`src/design/qbd_pkg.sv`:
```
// shared types, constants and conversion functions of the quantized block dequantizer
package qbd_pkg;

  localparam int unsigned LANES = 4;
  localparam int unsigned LANE_W = $clog2(LANES);

  localparam logic [31:0] QNAN_DEFAULT = 32'hFFC0_0000;
  localparam logic [31:0] QUIET_BIT    = 32'h0040_0000;
  localparam logic [30:0] INF_MAG      = 31'h7F80_0000;

  typedef enum logic [2:0] {
    FMT_F32 = 3'd0,
    FMT_F16 = 3'd1,
    FMT_Q40 = 3'd2,
    FMT_Q80 = 3'd3,
    FMT_Q4K = 3'd4,
    FMT_Q6K = 3'd5
  } fmt_e;

  typedef enum logic {
    FOP_MUL,
    FOP_SUB
  } fpu_op_e;

  typedef enum logic [2:0] {
    FS_IDLE,
    FS_MUL,
    FS_MULN,
    FS_ALIGN,
    FS_ADD,
    FS_NORM,
    FS_ROUND
  } fpu_state_e;

  typedef enum logic [2:0] {
    ST_IDLE,
    ST_RADDR,
    ST_RDATA,
    ST_OPISSUE,
    ST_OPWAIT,
    ST_LANE,
    ST_FLUSH
  } qbd_state_e;

  typedef struct packed {
    logic        start;
    fpu_op_e     op;
    logic [31:0] a;
    logic [31:0] b;
  } fpu_req_t;

  typedef struct packed {
    logic        done;
    logic [31:0] res;
  } fpu_rsp_t;

  // block length in bytes minus one
  function automatic logic [7:0] blk_bytes_m1(input logic [2:0] mode);
    logic [7:0] r;
    unique case (mode)
      FMT_F32: r = 8'd15;
      FMT_F16: r = 8'd7;
      FMT_Q40: r = 8'd17;
      FMT_Q80: r = 8'd33;
      FMT_Q4K: r = 8'd143;
      FMT_Q6K: r = 8'd209;
      default: r = 8'd0;
    endcase
    return r;
  endfunction

  // index of the last element of a block
  function automatic logic [7:0] last_elem(input logic [2:0] mode);
    logic [7:0] r;
    unique case (mode)
      FMT_F32, FMT_F16: r = 8'd3;
      FMT_Q40, FMT_Q80: r = 8'd31;
      default:          r = 8'd255;
    endcase
    return r;
  endfunction

  // scale bytes fetched once per block
  function automatic logic [2:0] pro_slots(input logic [2:0] mode);
    logic [2:0] r;
    unique case (mode)
      FMT_Q40, FMT_Q80, FMT_Q6K: r = 3'd2;
      FMT_Q4K:                   r = 3'd4;
      default:                   r = 3'd0;
    endcase
    return r;
  endfunction

  // bytes fetched for each element
  function automatic logic [2:0] elem_slots(input logic [2:0] mode);
    logic [2:0] r;
    unique case (mode)
      FMT_F32, FMT_Q4K: r = 3'd4;
      FMT_F16:          r = 3'd2;
      FMT_Q6K:          r = 3'd3;
      default:          r = 3'd1;
    endcase
    return r;
  endfunction

  // last float operation step of an element
  function automatic logic [1:0] last_step(input logic [2:0] mode);
    logic [1:0] r;
    unique case (mode)
      FMT_Q4K: r = 2'd3;
      FMT_Q6K: r = 2'd1;
      default: r = 2'd0;
    endcase
    return r;
  endfunction

  // exact widening of a half to a single, subnormals renormalised
  function automatic logic [31:0] half_to_single(input logic [15:0] h);
    logic        s;
    logic [4:0]  e;
    logic [9:0]  m;
    logic [3:0]  p;
    logic [3:0]  sh;
    logic [10:0] mm;
    logic [7:0]  e32;
    logic [31:0] r;
    s   = h[15];
    e   = h[14:10];
    m   = h[9:0];
    p   = 4'd0;
    for (int i = 0; i < 10; i++) begin
      if (m[i]) p = 4'(i);
    end
    sh  = 4'd10 - p;
    mm  = {1'b0, m} << sh;
    e32 = 8'd113 - {4'd0, sh};
    if (e == 5'd0) begin
      if (m == 10'd0) r = {s, 31'd0};
      else            r = {s, e32, mm[9:0], 13'd0};
    end else if (e == 5'h1F) begin
      r = {s, 8'hFF, m, 13'd0};
    end else begin
      r = {s, 8'({3'd0, e} + 8'd112), m, 13'd0};
    end
    return r;
  endfunction

  // exact conversion of a small signed integer
  function automatic logic [31:0] int_to_single(input logic signed [8:0] v);
    logic        s;
    logic [8:0]  mag;
    logic [4:0]  p;
    logic [23:0] mx;
    logic [31:0] r;
    s   = v[8];
    mag = s ? 9'(-v) : 9'(v);
    p   = 5'd0;
    for (int i = 0; i < 9; i++) begin
      if (mag[i]) p = 5'(i);
    end
    mx  = {15'd0, mag} << (5'd23 - p);
    if (mag == 9'd0) r = 32'd0;
    else             r = {s, 8'(8'd127 + {3'd0, p}), mx[22:0]};
    return r;
  endfunction

endpackage

```
`src/design/quantized_block_dequantizer_unit.sv`:
```
// top level: byte collection, block buffer and element decode sequencer
// a byte is taken every cycle while idle and no register write is offered; the block's last
// byte starts decoding, no bytes meanwhile. decode: each scale byte is read once per block,
// then per element each byte fetched (1 to 4) is read, each multiply and subtract runs on the
// shared float unit, the lane is stored, and each output word is loaded into its register
// reset is asynchronous, active low: format f32, byte count zero, no result pending
module quantized_block_dequantizer_unit #(
  parameter int unsigned BUFFER_BYTES = 210
) (
  input  logic        clk_i,
  input  logic        rst_ni,
  input  logic        cfg_valid_i,
  output logic        cfg_ready_o,
  input  logic [2:0]  cfg_data_i,
  input  logic        in_valid_i,
  output logic        in_ready_o,
  input  logic [7:0]  data_byte_i,
  output logic        out_valid_o,
  input  logic        out_ready_i,
  output logic [31:0] value_lane0_o,
  output logic [31:0] value_lane1_o,
  output logic [31:0] value_lane2_o,
  output logic [31:0] value_lane3_o,
  output logic [7:0]  first_index_o,
  output logic        last_in_block_o
);
  import qbd_pkg::*;

  localparam int unsigned AW = $clog2(BUFFER_BYTES);

  qbd_state_e         st_q, st_d;
  logic [2:0]         mode_q, mode_d;
  logic [7:0]         cnt_q, cnt_d;     // bytes of the current block collected
  logic [7:0]         j_q, j_d;         // element index
  logic [7:0]         fi_q, fi_d;       // index of lane zero
  logic [LANE_W-1:0]  ln_q, ln_d;
  logic               pro_q, pro_d;     // fetching the per-block scale bytes
  logic [1:0]         k_q, k_d;         // byte slot
  logic [1:0]         step_q, step_d;   // float operation step
  logic [7:0]         b_q [4];          // per element bytes
  logic [7:0]         p_q [4];          // per block scale bytes
  logic [31:0]        t0_q, t0_d, t1_q, t1_d;
  logic [31:0]        lane_q [LANES];
  logic               ov_q, ov_d;
  logic [31:0]        olane_q [LANES];
  logic [7:0]         ofi_q, ofi_d;
  logic               olast_q, olast_d;

  logic               in_acc, ram_we, slot_wr, lane_wr, out_ld, elem_last, slot_last;
  logic [7:0]         raddr;
  logic [7:0]         ram_rdata;
  logic [31:0]        lane_val;
  logic [31:0]        hdw, hmw;
  logic [2:0]         u;
  logic [5:0]         sc4, mn4, q6;
  logic [3:0]         nib2, nib4, lo6;
  logic [1:0]         hi6;
  logic signed [8:0]  iv;
  logic [31:0]        ivf;
  fpu_req_t           freq;
  fpu_rsp_t           frsp;

  // register writes and bytes only while idle; a register write goes first
  assign cfg_ready_o = (st_q == ST_IDLE);
  assign in_ready_o  = (st_q == ST_IDLE) && !cfg_valid_i;
  assign in_acc      = in_valid_i && in_ready_o;
  assign ram_we      = in_acc && (mode_q <= FMT_Q6K) && !cfg_valid_i;

  assign elem_last = (j_q == last_elem(mode_q));
  assign slot_last = pro_q ? ({1'b0, k_q} == pro_slots(mode_q) - 3'd1)
                           : ({1'b0, k_q} == elem_slots(mode_q) - 3'd1);

  qbd_ram #(
    .WIDTH (8),
    .DEPTH (BUFFER_BYTES)
  ) u_buf (
    .clk_i   (clk_i),
    .we_i    (ram_we),
    .waddr_i (AW'(cnt_q)),
    .wdata_i (data_byte_i),
    .raddr_i (AW'(raddr)),
    .rdata_o (ram_rdata)
  );

  qbd_fpu u_fpu (
    .clk_i  (clk_i),
    .rst_ni (rst_ni),
    .req_i  (freq),
    .rsp_o  (frsp)
  );

  // scales widened from the scale bytes fetched once per block, shared by its elements
  assign hdw = half_to_single({p_q[1], p_q[0]});
  assign hmw = half_to_single({p_q[3], p_q[2]});

  // buffer address of the current byte slot
  always_comb begin
    u = j_q[7:5];
    if (pro_q) begin
      raddr = (mode_q == FMT_Q6K) ? (8'd208 + {6'd0, k_q}) : {6'd0, k_q};
    end else begin
      unique case (mode_q)
        FMT_F32: raddr = {j_q[5:0], k_q};
        FMT_F16: raddr = {j_q[6:0], k_q[0]};
        FMT_Q40: raddr = 8'd2 + {4'd0, j_q[3:0]};
        FMT_Q80: raddr = 8'd2 + {3'd0, j_q[4:0]};
        FMT_Q4K: begin
          unique case (k_q)
            2'd0:    raddr = 8'd8 + {5'd0, u};
            2'd1:    raddr = 8'd4 + {6'd0, u[1:0]};
            2'd2:    raddr = 8'd4 + {5'd0, u};
            default: raddr = 8'd16 + {1'b0, j_q[7:1]};
          endcase
        end
        default: begin
          unique case (k_q)
            2'd0:    raddr = {1'b0, j_q[7:1]};
            2'd1:    raddr = 8'd128 + {2'd0, j_q[7:2]};
            default: raddr = 8'd192 + {4'd0, j_q[7:4]};
          endcase
        end
      endcase
    end
  end

  // field extraction from the fetched bytes
  always_comb begin
    nib2 = j_q[4] ? b_q[0][7:4] : b_q[0][3:0];
    sc4  = j_q[7] ? {b_q[0][3:0], b_q[1][7:6]} : b_q[1][5:0];
    mn4  = j_q[7] ? {b_q[0][7:4], b_q[2][7:6]} : b_q[0][5:0];
    nib4 = j_q[0] ? b_q[3][7:4] : b_q[3][3:0];
    lo6  = j_q[0] ? b_q[0][7:4] : b_q[0][3:0];
    hi6  = 2'(b_q[1] >> {j_q[1:0], 1'b0});
    q6   = {hi6, lo6};
  end

  // operands of the current float step
  always_comb begin
    freq.start = 1'b0;
    freq.op    = FOP_MUL;
    freq.a     = hdw;
    freq.b     = 32'd0;
    iv         = 9'sd0;
    unique case (mode_q)
      FMT_Q40: iv = $signed({5'd0, nib2}) - 9'sd8;
      FMT_Q80: iv = $signed({b_q[0][7], b_q[0]});
      FMT_Q4K: begin
        unique case (step_q)
          2'd0:    iv = $signed({3'd0, sc4});
          2'd1:    iv = $signed({3'd0, mn4});
          default: iv = $signed({5'd0, nib4});
        endcase
      end
      FMT_Q6K: iv = (step_q == 2'd0) ? $signed({b_q[2][7], b_q[2]})
                                     : $signed({3'd0, q6}) - 9'sd32;
      default: iv = 9'sd0;
    endcase
    ivf = int_to_single(iv);
    unique case (mode_q)
      FMT_Q40, FMT_Q80: begin
        freq.a = ivf;
        freq.b = hdw;
      end
      FMT_Q4K: begin
        unique case (step_q)
          2'd0: begin freq.a = hdw;  freq.b = ivf; end
          2'd1: begin freq.a = hmw;  freq.b = ivf; end
          2'd2: begin freq.a = t0_q; freq.b = ivf; end
          default: begin
            freq.a  = t0_q;
            freq.b  = t1_q;
            freq.op = FOP_SUB;
          end
        endcase
      end
      FMT_Q6K: begin
        freq.a = (step_q == 2'd0) ? hdw : t0_q;
        freq.b = ivf;
      end
      default: ;
    endcase
    if ((st_q == ST_OPISSUE) && (mode_q != FMT_F32) && (mode_q != FMT_F16)) begin
      freq.start = 1'b1;
    end
  end

  // sequencer
  always_comb begin
    st_d    = st_q;
    mode_d  = mode_q;
    cnt_d   = cnt_q;
    j_d     = j_q;
    fi_d    = fi_q;
    ln_d    = ln_q;
    pro_d   = pro_q;
    k_d     = k_q;
    step_d  = step_q;
    t0_d    = t0_q;
    t1_d    = t1_q;
    ov_d    = ov_q && !out_ready_i;
    ofi_d   = ofi_q;
    olast_d = olast_q;
    slot_wr  = 1'b0;
    lane_wr  = 1'b0;
    lane_val = frsp.res;
    out_ld   = 1'b0;

    unique case (st_q)
      ST_IDLE: begin
        if (cfg_valid_i) begin
          mode_d = cfg_data_i;
          cnt_d  = 8'd0;
        end else if (in_acc) begin
          if (mode_q > FMT_Q6K) begin
            cnt_d = 8'd0;
          end else if (cnt_q == blk_bytes_m1(mode_q)) begin
            // block complete: start decoding
            cnt_d = 8'd0;
            j_d   = 8'd0;
            fi_d  = 8'd0;
            ln_d  = '0;
            k_d   = 2'd0;
            pro_d = (pro_slots(mode_q) != 3'd0);
            st_d  = ST_RADDR;
          end else begin
            cnt_d = cnt_q + 8'd1;
          end
        end
      end
      ST_RADDR: st_d = ST_RDATA;
      ST_RDATA: begin
        slot_wr = 1'b1;
        if (slot_last) begin
          k_d = 2'd0;
          if (pro_q) begin
            pro_d = 1'b0;
            st_d  = ST_RADDR;
          end else begin
            step_d = 2'd0;
            st_d   = ST_OPISSUE;
          end
        end else begin
          k_d  = k_q + 2'd1;
          st_d = ST_RADDR;
        end
      end
      ST_OPISSUE: begin
        if (mode_q == FMT_F32) begin
          lane_val = {b_q[3], b_q[2], b_q[1], b_q[0]};
          lane_wr  = 1'b1;
          st_d     = ST_LANE;
        end else if (mode_q == FMT_F16) begin
          lane_val = half_to_single({b_q[1], b_q[0]});
          lane_wr  = 1'b1;
          st_d     = ST_LANE;
        end else begin
          st_d = ST_OPWAIT;
        end
      end
      ST_OPWAIT: begin
        if (frsp.done) begin
          if (step_q == last_step(mode_q)) begin
            lane_wr = 1'b1;
            st_d    = ST_LANE;
          end else begin
            if ((mode_q == FMT_Q4K) && (step_q == 2'd1)) t1_d = frsp.res;
            else                                          t0_d = frsp.res;
            step_d = step_q + 2'd1;
            st_d   = ST_OPISSUE;
          end
        end
      end
      ST_LANE: begin
        if (elem_last || (ln_q == LANE_W'(LANES - 1))) begin
          st_d = ST_FLUSH;
        end else begin
          j_d  = j_q + 8'd1;
          ln_d = ln_q + LANE_W'(1);
          st_d = ST_RADDR;
        end
      end
      ST_FLUSH: begin
        // wait for the output word register to be free
        if (!ov_q || out_ready_i) begin
          out_ld  = 1'b1;
          ov_d    = 1'b1;
          ofi_d   = fi_q;
          olast_d = elem_last;
          if (elem_last) begin
            st_d = ST_IDLE;
          end else begin
            j_d  = j_q + 8'd1;
            ln_d = '0;
            fi_d = fi_q + 8'(LANES);
            st_d = ST_RADDR;
          end
        end
      end
      default: st_d = ST_IDLE;
    endcase
  end

  always_ff @(posedge clk_i or negedge rst_ni) begin
    if (!rst_ni) begin
      st_q   <= ST_IDLE;
      mode_q <= FMT_F32;
      cnt_q  <= 8'd0;
      ov_q   <= 1'b0;
    end else begin
      st_q   <= st_d;
      mode_q <= mode_d;
      cnt_q  <= cnt_d;
      ov_q   <= ov_d;
    end
  end

  always_ff @(posedge clk_i) begin
    j_q     <= j_d;
    fi_q    <= fi_d;
    ln_q    <= ln_d;
    pro_q   <= pro_d;
    k_q     <= k_d;
    step_q  <= step_d;
    t0_q    <= t0_d;
    t1_q    <= t1_d;
    ofi_q   <= ofi_d;
    olast_q <= olast_d;
    if (slot_wr) begin
      if (pro_q) p_q[k_q] <= ram_rdata;
      else       b_q[k_q] <= ram_rdata;
    end
    if (lane_wr) lane_q[ln_q] <= lane_val;
    // lanes past the last element of the block read as zero
    for (int l = 0; l < LANES; l++) begin
      if (out_ld) olane_q[l] <= (LANE_W'(l) <= ln_q) ? lane_q[l] : 32'd0;
    end
  end

  assign out_valid_o     = ov_q;
  assign value_lane0_o   = olane_q[0];
  assign value_lane1_o   = olane_q[1];
  assign value_lane2_o   = olane_q[2];
  assign value_lane3_o   = olane_q[3];
  assign first_index_o   = ofi_q;
  assign last_in_block_o = olast_q;

endmodule

```
`src/design/qbd_ram.sv`:
```
// generic simple dual port ram with registered read
module qbd_ram #(
  parameter int unsigned WIDTH = 8,
  parameter int unsigned DEPTH = 210
) (
  input  logic                     clk_i,
  input  logic                     we_i,
  input  logic [$clog2(DEPTH)-1:0] waddr_i,
  input  logic [WIDTH-1:0]         wdata_i,
  input  logic [$clog2(DEPTH)-1:0] raddr_i,
  output logic [WIDTH-1:0]         rdata_o
);

  logic [WIDTH-1:0] mem_q [DEPTH];

  always_ff @(posedge clk_i) begin
    if (we_i) mem_q[waddr_i] <= wdata_i;
    rdata_o <= mem_q[raddr_i];
  end

endmodule

```
`src/design/qbd_fpu.sv`:
```
// shared single precision multiply and subtract unit, round to nearest even
module qbd_fpu (
  input  logic              clk_i,
  input  logic              rst_ni,
  input  qbd_pkg::fpu_req_t req_i,
  output qbd_pkg::fpu_rsp_t rsp_o
);
  import qbd_pkg::*;

  fpu_state_e         st_q, st_d;
  logic [31:0]        a_q, a_d, b_q, b_d, res_q, res_d;
  logic               done_q, done_d, sx_q, sx_d, sub_q, sub_d;
  logic signed [9:0]  ex_q, ex_d;
  logic [26:0]        nm_q, nm_d, xm_q, xm_d, ym_q, ym_d;
  logic [47:0]        prod_q, prod_d;

  // request side classification
  logic        ra_s, rb_s, ra_nan, rb_nan, ra_inf, rb_inf, ra_zero, rb_zero;
  // latched operand unpack
  logic [7:0]  eu_a, eu_b, diff;
  logic [23:0] mu_a, mu_b;
  logic        a_big;
  logic [26:0] mx27, my27, ys;
  logic [53:0] ext;
  logic [27:0] sum;
  logic        up;
  logic [24:0] mr;
  logic signed [9:0] efin;

  always_comb begin
    ra_s    = req_i.a[31];
    rb_s    = (req_i.op == FOP_SUB) ? ~req_i.b[31] : req_i.b[31];
    ra_nan  = (req_i.a[30:23] == 8'hFF) && (req_i.a[22:0] != 23'd0);
    rb_nan  = (req_i.b[30:23] == 8'hFF) && (req_i.b[22:0] != 23'd0);
    ra_inf  = (req_i.a[30:23] == 8'hFF) && (req_i.a[22:0] == 23'd0);
    rb_inf  = (req_i.b[30:23] == 8'hFF) && (req_i.b[22:0] == 23'd0);
    ra_zero = (req_i.a[30:0] == 31'd0);
    rb_zero = (req_i.b[30:0] == 31'd0);

    eu_a = (a_q[30:23] == 8'd0) ? 8'd1 : a_q[30:23];
    eu_b = (b_q[30:23] == 8'd0) ? 8'd1 : b_q[30:23];
    mu_a = {a_q[30:23] != 8'd0, a_q[22:0]};
    mu_b = {b_q[30:23] != 8'd0, b_q[22:0]};

    a_big = {eu_a, mu_a} >= {eu_b, mu_b};
    diff  = a_big ? (eu_a - eu_b) : (eu_b - eu_a);
    mx27  = a_big ? {mu_a, 3'd0} : {mu_b, 3'd0};
    my27  = a_big ? {mu_b, 3'd0} : {mu_a, 3'd0};
    ext   = {my27, 27'd0} >> diff;
    if (diff > 8'd27) ys = {26'd0, my27 != 27'd0};
    else              ys = ext[53:27] | {26'd0, ext[26:0] != 27'd0};

    sum = sub_q ? ({1'b0, xm_q} - {1'b0, ym_q}) : ({1'b0, xm_q} + {1'b0, ym_q});

    up   = nm_q[2] & (nm_q[1] | nm_q[0] | nm_q[3]);
    mr   = {1'b0, nm_q[26:3]} + {24'd0, up};
    efin = ex_q + {9'd0, mr[24]};

    st_d   = st_q;
    a_d    = a_q;
    b_d    = b_q;
    res_d  = res_q;
    done_d = 1'b0;
    sx_d   = sx_q;
    sub_d  = sub_q;
    ex_d   = ex_q;
    nm_d   = nm_q;
    xm_d   = xm_q;
    ym_d   = ym_q;
    prod_d = prod_q;

    unique case (st_q)
      FS_IDLE: begin
        if (req_i.start) begin
          a_d = req_i.a;
          b_d = {rb_s, req_i.b[30:0]};
          priority if (ra_nan) begin
            res_d = req_i.a | QUIET_BIT; done_d = 1'b1;
          end else if (rb_nan) begin
            res_d = req_i.b | QUIET_BIT; done_d = 1'b1;
          end else if (req_i.op == FOP_MUL) begin
            priority if ((ra_inf && rb_zero) || (ra_zero && rb_inf)) begin
              res_d = QNAN_DEFAULT; done_d = 1'b1;
            end else if (ra_inf || rb_inf) begin
              res_d = {ra_s ^ rb_s, INF_MAG}; done_d = 1'b1;
            end else if (ra_zero || rb_zero) begin
              res_d = {ra_s ^ rb_s, 31'd0}; done_d = 1'b1;
            end else begin
              st_d = FS_MUL;
            end
          end else begin
            priority if (ra_inf && rb_inf && (ra_s != rb_s)) begin
              res_d = QNAN_DEFAULT; done_d = 1'b1;
            end else if (ra_inf) begin
              res_d = req_i.a; done_d = 1'b1;
            end else if (rb_inf) begin
              res_d = {rb_s, req_i.b[30:0]}; done_d = 1'b1;
            end else if (ra_zero && rb_zero) begin
              res_d = {ra_s & rb_s, 31'd0}; done_d = 1'b1;
            end else if (rb_zero) begin
              res_d = req_i.a; done_d = 1'b1;
            end else if (ra_zero) begin
              res_d = {rb_s, req_i.b[30:0]}; done_d = 1'b1;
            end else begin
              st_d = FS_ALIGN;
            end
          end
        end
      end
      FS_MUL: begin
        prod_d = mu_a * mu_b;
        ex_d   = $signed({2'd0, eu_a}) + $signed({2'd0, eu_b}) - 10'sd126;
        sx_d   = a_q[31] ^ b_q[31];
        st_d   = FS_MULN;
      end
      FS_MULN: begin
        nm_d = {prod_q[47:22], prod_q[21:0] != 22'd0};
        st_d = FS_NORM;
      end
      FS_ALIGN: begin
        xm_d  = mx27;
        ym_d  = ys;
        ex_d  = $signed({2'd0, a_big ? eu_a : eu_b});
        sx_d  = a_big ? a_q[31] : b_q[31];
        sub_d = a_q[31] != b_q[31];
        st_d  = FS_ADD;
      end
      FS_ADD: begin
        if (sum == 28'd0) begin
          // exact cancellation gives plus zero
          res_d  = 32'd0;
          done_d = 1'b1;
          st_d   = FS_IDLE;
        end else if (sum[27]) begin
          nm_d = {sum[27:2], sum[1] | sum[0]};
          ex_d = ex_q + 10'sd1;
          st_d = FS_NORM;
        end else begin
          nm_d = sum[26:0];
          st_d = FS_NORM;
        end
      end
      FS_NORM: begin
        // one bit of left shift per cycle until the hidden bit is set
        if (nm_q[26]) begin
          st_d = FS_ROUND;
        end else begin
          nm_d = {nm_q[25:0], 1'b0};
          ex_d = ex_q - 10'sd1;
        end
      end
      FS_ROUND: begin
        if (efin >= 10'sd255)   res_d = {sx_q, INF_MAG};
        else if (efin <= 10'sd0) res_d = {sx_q, 31'd0};
        else                     res_d = {sx_q, efin[7:0], mr[22:0]};
        done_d = 1'b1;
        st_d   = FS_IDLE;
      end
      default: st_d = FS_IDLE;
    endcase
  end

  always_ff @(posedge clk_i or negedge rst_ni) begin
    if (!rst_ni) begin
      st_q   <= FS_IDLE;
      done_q <= 1'b0;
    end else begin
      st_q   <= st_d;
      done_q <= done_d;
    end
  end

  always_ff @(posedge clk_i) begin
    a_q    <= a_d;
    b_q    <= b_d;
    res_q  <= res_d;
    sx_q   <= sx_d;
    sub_q  <= sub_d;
    ex_q   <= ex_d;
    nm_q   <= nm_d;
    xm_q   <= xm_d;
    ym_q   <= ym_d;
    prod_q <= prod_d;
  end

  assign rsp_o.done = done_q;
  assign rsp_o.res  = res_q;

endmodule
```
`config.mk`:
```
export PLATFORM = sky130hd
export DESIGN_NAME = quantized_block_dequantizer_unit
export DESIGN_NICKNAME = d
export VERILOG_FILES = /design/src/design/qbd_pkg.sv /design/src/design/quantized_block_dequantizer_unit.sv /design/src/design/qbd_ram.sv /design/src/design/qbd_fpu.sv
export SDC_FILE = /design/constraint.sdc
export NUM_CORES = 2
export LEC_CHECK = 0
export BUFFER_PORTS_ARGS = -buffer_cell sky130_fd_sc_hd__buf_2
export CORE_MARGIN = 1
export CORE_UTILIZATION = 35
export CTS_BUF_LIST = sky130_fd_sc_hd__clkbuf_16
export DETAILED_ROUTE_END_ITERATION = 7
export GPL_TIMING_DRIVEN = 1
export PLACE_DENSITY_LB_ADDON = 0.3
export SETUP_SLACK_MARGIN = 0.05
export SLEW_MARGIN = 25
export SYNTH_ARGS = -nofsm -noshare
export SYNTH_HDL_FRONTEND = slang
export SYNTH_SLANG_ARGS = --single-unit
```
`constraint.sdc`:
```
create_clock -name clk_i -period 9.8 [get_ports clk_i]
set_clock_uncertainty 0.15 [all_clocks]
set_input_delay 0.98 -clock clk_i [delete_from_list [all_inputs] [get_ports clk_i]]
set_output_delay 0.98 -clock clk_i [all_outputs]
set_load 0.01 [all_outputs]
```
==> Yosys cells after proc, flatten, opt, wreduce, memory -nomap -nowiden <==
Memory sizes are Yosys's and may differ from the RTL's. A register that Yosys moved wholly into a read port is not among the register bits.
Index checks and enable logic that the tools add are counted.
{ "op_classes": {"addsub": 41, "mul": 1, "n_lt_le_gt_ge": 10, "n_eq_ne": 65, "shift": 6, "n_mux": 231, "n_bitwise": 11, "n_reduce_logical": 84} }
{ "ops": {"columns": ["cell", "count"], "rows": [
  ["2-to-1 mux 32 bit", 23],
  ["one-hot mux 64 bit (3 select lines)", 2],
  ["2-to-1 mux 31 bit", 11],
  ["2-to-1 mux 8 bit", 23],
  ["2-to-1 mux 27 bit", 5],
  ["2-to-1 mux 4 bit", 30],
  ["one-hot mux 32 bit (3 select lines)", 1],
  ["2-to-1 mux 3 bit", 29],
  ["one-hot mux 27 bit (3 select lines)", 1],
  ["zero test 31 bit", 2],
  ["2-to-1 mux 1 bit", 54],
  ["nonzero test 27 bit", 2],
  [">> shifter 54 x 8 -> 54 bit", 1],
  ["multiplier 24 x 24 -> 48 bit", 1],
  ["one-hot mux 8 bit (2 select lines)", 3],
  ["one-hot mux 8 bit (3 select lines)", 2],
  ["one-hot mux 8 bit (6 select lines)", 1],
  ["zero test 23 bit", 2],
  ["nonzero test 23 bit", 2],
  ["one-hot mux 10 bit (4 select lines)", 1],
  ["one-hot mux 8 bit (5 select lines)", 1],
  ["one-hot mux 9 bit (4 select lines)", 1],
  ["2-to-1 mux 5 bit", 7],
  ["greater-or-equal comparator 32 bit", 1],
  ["101 further kinds", 243]
]} }
{ "word_totals": {"ff_bits": 352, "ramBits": 2000, "input_bits": 16, "out_inout_bits": 140, "n_memories": 5} }
{ "mem_list": {"columns": ["name", "depth", "width", "rd", "rd_clocked_by_memory_dff", "write_ports", "line_no", "rtl"], "rows": [
  ["u_buf.mem_q", 210, 8, 1, 1, 1, "qbd_ram.sv:14", "logic [WIDTH-1:0] mem_q [DEPTH];"],
  ["lane_q", 4, 32, 4, 0, 1, "quantized_block_dequantizer_unit.sv:43", "logic [31:0] lane_q [LANES];"],
  ["olane_q", 4, 32, 4, 0, 4, "quantized_block_dequantizer_unit.sv:45", "logic [31:0] olane_q [LANES];"],
  ["b_q", 4, 8, 4, 0, 1, "quantized_block_dequantizer_unit.sv:40", "logic [7:0] b_q [4];"],
  ["p_q", 4, 8, 4, 0, 1, "quantized_block_dequantizer_unit.sv:41", "logic [7:0] p_q [4];"]
]} }

==> Longest topological paths before layout <==
An unclocked memory read counts as a cell.
{ "depth": {"ltp_word": 33, "mapped_depth": 32, "ltp_nobuf": 31} }

==> Modules after synthesis <==
Synthesis repeated with hierarchy kept, for this count alone.
{ "unflattened": {"cells_unflattened": 8760, "area_unflattened_um2": 122354.8} }
{ "modules_own_cells": {"columns": ["module", "instances", "cells_per_inst", "area_each_um2", "seq_area_each_um2"], "rows": [
  ["qbd_ram", 1, 3154, 65741.8, 50608.5],
  ["qbd_fpu", 1, 3951, 36331.1, 7126.8],
  ["quantized_block_dequantizer_unit", 1, 1655, 20282.0, 12747.2]
]} }

==> Worst setup path after synthesis <==
OpenSTA, ideal clock, no wires.
{ "synth_path": {"path_kind": "register to register", "from": "register mode_q[1]", "to": "register u_fpu.res_q[0], enable pin", "setup_time_ns": 0.391, "t_arrival_ns": 9.242, "t_required_ns": 9.259, "path_slack_ns": 0.017, "path_stages_with_launch": 9, "n_path_buf": 4, "synth_period_minus_slack_ns": 9.783, "cell_sequence": "dfrtp_1 buf_2 clkbuf_1 buf_1 clkbuf_1 o21ai_0 nor4_1 o31ai_1 nand2_1"} }
{ "synth_via": {"elab_chain_cells": 23, "elab_cells_between_ends": 56, "classes_between": "add/sub: 3; eq/ne: 11; shift: 1; mux: 16; bitwise: 1; reduce/logical: 24"} }
{ "synth_lines": {"columns": ["element", "line_no", "rtl"], "rows": [
  ["from (decl)", "quantized_block_dequantizer_unit.sv:32", "logic [2:0] mode_q, mode_d;"],
  ["from (signal assigned)", "quantized_block_dequantizer_unit.sv:311", "mode_q <= mode_d;"],
  ["== test 3 bit / == test 3 x 2 -> 1 bit (equally long branches)", "quantized_block_dequantizer_unit.sv:144, quantized_block_dequantizer_unit.sv:159", null],
  ["one-hot mux 9 bit (4 select lines)", "quantized_block_dequantizer_unit.sv:144", "unique case (mode_q)"],
  ["negator 9 bit", "qbd_pkg.sv:156", "mag = s ? 9'(-v) : 9'(v);"],
  ["2-to-1 mux 9 bit", "qbd_pkg.sv:156", null],
  ["2-to-1 mux 1 bit", "qbd_pkg.sv:159", "if (mag[i]) p = 5'(i);"],
  ["2-to-1 mux 5 bit (7 in series)", "qbd_pkg.sv:159", null],
  ["subtractor 5 bit", "qbd_pkg.sv:161", "mx = {15'd0, mag} << (5'd23 - p);"],
  ["left shift 9 x 5 -> 23 bit", "qbd_pkg.sv:161", null],
  ["2-to-1 mux 32 bit", "qbd_pkg.sv:162", "if (mag == 9'd0) r = 32'd0;"],
  ["one-hot mux 64 bit (3 select lines)", "quantized_block_dequantizer_unit.sv:165", "unique case (step_q)"],
  ["one-hot mux 64 bit (3 select lines)", "quantized_block_dequantizer_unit.sv:159", "unique case (mode_q)"],
  ["zero test 23 bit", "qbd_fpu.sv:36", "rb_inf = (req_i.b[30:23] == 8'hFF) && (req_i.b[22:0] == 23'd0);"],
  ["logical AND 1 bit", "qbd_fpu.sv:36", null],
  ["logical AND 1 bit (on tied branches)", "qbd_fpu.sv:92, qbd_fpu.sv:82", null],
  ["logical AND 1 bit / logical OR 1 bit (equally long branches)", "qbd_fpu.sv:92, qbd_fpu.sv:82", null],
  ["inequality test 10 bit (no source line) / inequality test 7 x 1 -> 1 bit (equally long branches)", null, null],
  ["AND reduction 5 bit (no source line) *", null, null],
  ["to (signal assigned)", "qbd_fpu.sv:176", "res_q <= res_d;"],
  ["to (decl)", "qbd_fpu.sv:11", "logic [31:0] a_q, a_d, b_q, b_d, res_q, res_d;"]
]} }
Mark *: on every way between the ends. The rest lies on a longest branch, timed or not.
A chain may end at the register's enable or synchronous reset.

==> Worst setup path in the final report <==
{ "layout_path": {"from": "register u_fpu.b_q[5]", "to": "register u_fpu.prod_q[47] (data pin)"} }
{ "layout_via": {"elab_chain_cells": 1} }
{ "layout_lines": {"columns": ["element", "line_no", "rtl"], "rows": [
  ["from (decl)", "qbd_fpu.sv:11", null],
  ["from (signal assigned)", "qbd_fpu.sv:175", "b_q <= b_d;"],
  ["multiplier 24 x 24 -> 48 bit", "qbd_fpu.sv:111", "prod_d = mu_a * mu_b;"],
  ["to (signal assigned)", "qbd_fpu.sv:183", "prod_q <= prod_d;"],
  ["to (decl)", "qbd_fpu.sv:15", "logic [47:0] prod_q, prod_d;"]
]} }
Every way passes these cells.

==> qor.yml <==
power:
  power.density_nw_per_um2: 152
  ir_drop_v: 0.000173
  cell_internal_pwr_w: 0.0164
  switchingPower_w: 0.00419
  power_frac_seq_pct: 53.4
  total_leakage_power_nw: 50.0
  power_frac_clock_pct: 45.9
  combinational_fraction_of_design_power_pct: 0.6
  netSwitchingFraction_pct: 20.4
setup_path:
  timing.critical_path.slowest_stage_cell: "sky130_fd_sc_hd__edfxtp_1"
  end_kind: "flop"
  critical_path_s_top_delay_family: "adder cells"
  crit_path_frequent_cell: "sky130_fd_sc_hd__fa_1"
  worst-setup-path-type: "flop to flop"
  worst_path_largest_cell_delay_ns: 0.94
  cp.required_ns: 10.24
  worstPathBufferInverterCount: 2
  cp_max_fo: 18
  crit_arrival_ns: 9.60
  critPathLaunchType: "flop"
  cp_cell_sequence: "buf_4, nand2_1, fa_1, inv_1, fa_1, fa_1, fa_1, fa_1, fa_1, fa_1, ha_1, or4_1, a31oi_1, o21ai_0, o21a_1, a22o_1, o41a_1, a41o_1, o211a_1, o31a_1, o311ai_0, nand2b_1, a21oi_1, xnor2_1"
timing:
  worst_hold_slack_ns: 0.0819
  timing.final.crit_period_ns: 9.16
  rsz0062_at_grt: "false"
  fmaxAchievable_ghz: 0.109
  setup_viols_final: 0
  final_hold_viol_count: 0
  final.period_utilization_pct: 93.5
  measured_slew_at_the_worst_slew_check_pin_ns: 1.11
  relative_slew_slack_pct: 25.4
  timing_max_transition_violations_final: 0
  setup_tns_ns: 0
yosys:
  postSynthAreaPerCell_um2: 14.2
  asyncSetResetFlopFracSynth_pct: 0.807
  synth-edff-count: 2326
  ys_types: 114
  dominant_combinational_cell_family_by_area_after_synthesis: "adder cells"
  post_synthesis_cell_area_um2: 121000
  synth_compound_gate_area_share_pct: 6.56
  synthMuxAreaShare_pct: 10.8
  yosys.area_share.adder_pct: 11.3
  ys_seq_elements: 2353
  synthSimpleGateAreaFrac_pct: 8.30
  synth_flop_cell: "sky130_fd_sc_hd__edfxtp_1"
  synth_cells: 8534
  synth-seq-area-share_pct: 58.1
  synth-xor-area-share_pct: 1.26
  yosysWarnings: 0
cts:
  tritoncts.num_buffers: 262
  cts_repair_resizes: 0
  cts_sinks: 2353
  htree_num_levels: 5
  worst_setup_hold_path_clk_slew_ns: 0.06
  postCtsSetupBuffers: 0
  clock_tree.root_cell: "sky130_fd_sc_hd__clkbuf_16"
  cts.hold.buffers_added: 0
  tritoncts: "done"
  clkLatencyLatePin_ns: 0.87
  ctsLongestPathBuffers: 4
drt:
  wl_per_instance_um: 25.3
  drt_wl_total_um: 339000
  first_pass_iters: 7
  dr.first_iter.drc_count: 6900
  post_drt_via_cell_ratio: 5.44
  drc_errors: 0
  post_route_ant_nets: 0
  num_vias: 72800
placement:
  placed_cells: 12900
  detailed_place_hpwl_um: 231000
  numPortBuffers: 153
  place_congestion: 0.930
grt:
  grt_overflow_total: 0
  antenna_found_initial: 9
  groute.usage.overall_pct: 19.2
  first_global_vias: 74000
  grt_pass1_wl_um: 501000
  maximum_number_of_pins_on_one_net_before_global_route_repair: 123
floorplan:
  placement_rows: 215
  initial_core_util_pct: 35.3
  die-height_um: 591
  core-area_um2: 344000
  die_area_um2: 349000
  die_w_um: 591
  boundary_pins: 156
outcome:
  run_status: "complete, no violations"
finish:
  final_cell_count_no_fill: 13400
  filler_cell_count: 31700
  drive_gt1_share_pct: 14.5
  layout.nets: 9439
  area_delta_synth_final_pct: 12.0
job:
  drv_cap: 0
worst_hold_path:
  hold_path.class: "input port to async pin"
[registers in the layout (all words and copies together) (netlist names), 48 cells and up]
register      cells
u_fpu.prod_q     48
olane_q         128
lane_q          128
u_buf.mem_q    1680
[cells in the final DEF (no fill, tap or decap), drive strengths merged, types with 108 or more instances in the layout]
cell    instances
nor2          584
a21oi         332
inv           712
buf           326
nor2b         218
xnor2         126
nand2         644
mux2i         272
clkinv        108
and2          228
o21ai         221
ha            315
edfxtp       2326
mux4          441
fa            486
clkbuf        270
a211oi        162
[worst register-to-register path: cells and delay by family, from the launching register on]
| kind | cells | cell delay [ns] |
|---|---|---|
| fa+ha+maj | 8 | 3.43 |
| simple gates | 3 | 0.75 |
| buf+inv | 2 | 0.39 |
| flops | 1 | 0.94 |
| xor+xnor | 1 | 0.08 |
| compound gates | 10 | 3.14 |
[synth_stat cells (19+ instances only)]
master                        n  area share [%]
sky130_fd_sc_hd__edfxtp_1  2326              58
sky130_fd_sc_hd__inv_1      646             2.0
sky130_fd_sc_hd__nand2_1    644             2.0
sky130_fd_sc_hd__nor2_1     583             1.8
sky130_fd_sc_hd__fa_1       486             8.0
sky130_fd_sc_hd__mux4_2     441             8.2
sky130_fd_sc_hd__clkbuf_1   403             1.2
sky130_fd_sc_hd__a21oi_1    330             1.4
sky130_fd_sc_hd__ha_1       315             3.3
sky130_fd_sc_hd__mux2i_1    271             2.2
sky130_fd_sc_hd__and2_1     226             1.2
sky130_fd_sc_hd__nor2b_1    218             1.1
sky130_fd_sc_hd__o21ai_0    208            0.86
sky130_fd_sc_hd__a211oi_1   161             1.0
sky130_fd_sc_hd__xnor2_1    126            0.91
sky130_fd_sc_hd__nand3_1     86            0.36
sky130_fd_sc_hd__buf_1       81            0.25
sky130_fd_sc_hd__nor3_1      81            0.33
sky130_fd_sc_hd__a22oi_1     54            0.33
sky130_fd_sc_hd__nor4_1      54            0.28
sky130_fd_sc_hd__xor2_1      49            0.35
sky130_fd_sc_hd__a21o_1      48            0.30
sky130_fd_sc_hd__and3_1      42            0.22
sky130_fd_sc_hd__nand2b_1    37            0.19
sky130_fd_sc_hd__mux2_2      33            0.31
sky130_fd_sc_hd__a31oi_1     32            0.17
sky130_fd_sc_hd__nand4_1     31            0.16
sky130_fd_sc_hd__o22ai_1     31            0.16
sky130_fd_sc_hd__o211ai_1    28            0.17
sky130_fd_sc_hd__o21a_1      21            0.13
sky130_fd_sc_hd__o21bai_1    21            0.13
sky130_fd_sc_hd__o221ai_1    21            0.15
sky130_fd_sc_hd__or3_1       21            0.11
sky130_fd_sc_hd__a22o_1      20            0.14
sky130_fd_sc_hd__dfrtp_1     19            0.39
[cell families after synthesis]
| family | count (synthesis) |
|---|---|
| DFF | 2353 |
| and+or+nand+nor | 2103 |
| muxes | 753 |
| buffers and inverters | 1157 |
| AOI/OAI and AO/OA | 1190 |
| other | 2 |
| adders and majority gates | 801 |
| xor gates and xnor gates | 175 |
[worst paths after layout]
| kind | startpoint | end | slack (ns) | cells after the start |
|---|---|---|---|---|
| max | u_fpu.b_q[5] | u_fpu.prod_q[47] | 0.64 | 24 |
| min | rst_ni | mode_q[0] | 0.08 | 1 |
| max reg2reg | u_fpu.b_q[5] | u_fpu.prod_q[47] | 0.64 | 24 |
| min reg2reg | lane_q[0][0] | olane_q[0][0] | 0.25 | 0 |
| max in group asynchronous | rst_ni | cnt_q[0] | 8.85 | 1 |
| min in group clk_i | cfg_data_i[1] | mode_q[1] | 0.23 | 2 |
[per-stage QoR]
step           setup slack (ns)  utilization [%]  area, µm²  total power (W)
2_1_floorplan              1.70                -     121000           0.0112
5_1_grt                   0.196             39.5     136000           0.0211
4_1_cts                   0.641             39.5     136000           0.0208
3_3_place_gp              0.695             37.1     127000           0.0113
6_report                  0.639             39.5     136000           0.0206
3_5_place_dp              0.696             37.1     128000           0.0114
[power by group through the flow]
stage                     clock network (W)   logic (W)  registers (W)
after floorplan                           0  0.00000137         0.0112
after global placement                    0    0.000124         0.0112
after detailed placement                  0    0.000135         0.0112
after CTS                           0.00961    0.000135         0.0110
after global routing                0.00996    0.000144         0.0110
final                               0.00945    0.000133         0.0110
[cell type report]
cell class	instances	area [µm²]	area share, %
flip-flops and latches	2353	70500	51.9
inverters	652	2450	1.80
clock inverters	194	1460	1.08
well taps	4557	5700	4.20
diodes	1	2.50	0.00184
multi-input cells	5025	46600	34.3
repair buffers	328	2390	1.76
clock buffers	268	6710	4.94
[layer usage]
metal	wire length (µm)	track usage [%]	share of wire (%)
met1	142000	26.0	42
met2	160000	31.0	47
met3	21900	2.81	6.4
met4	14800	7.48	4.4
met5	96	0.137	0.028
No activity file was read; power rests on OpenSTA's default activity.
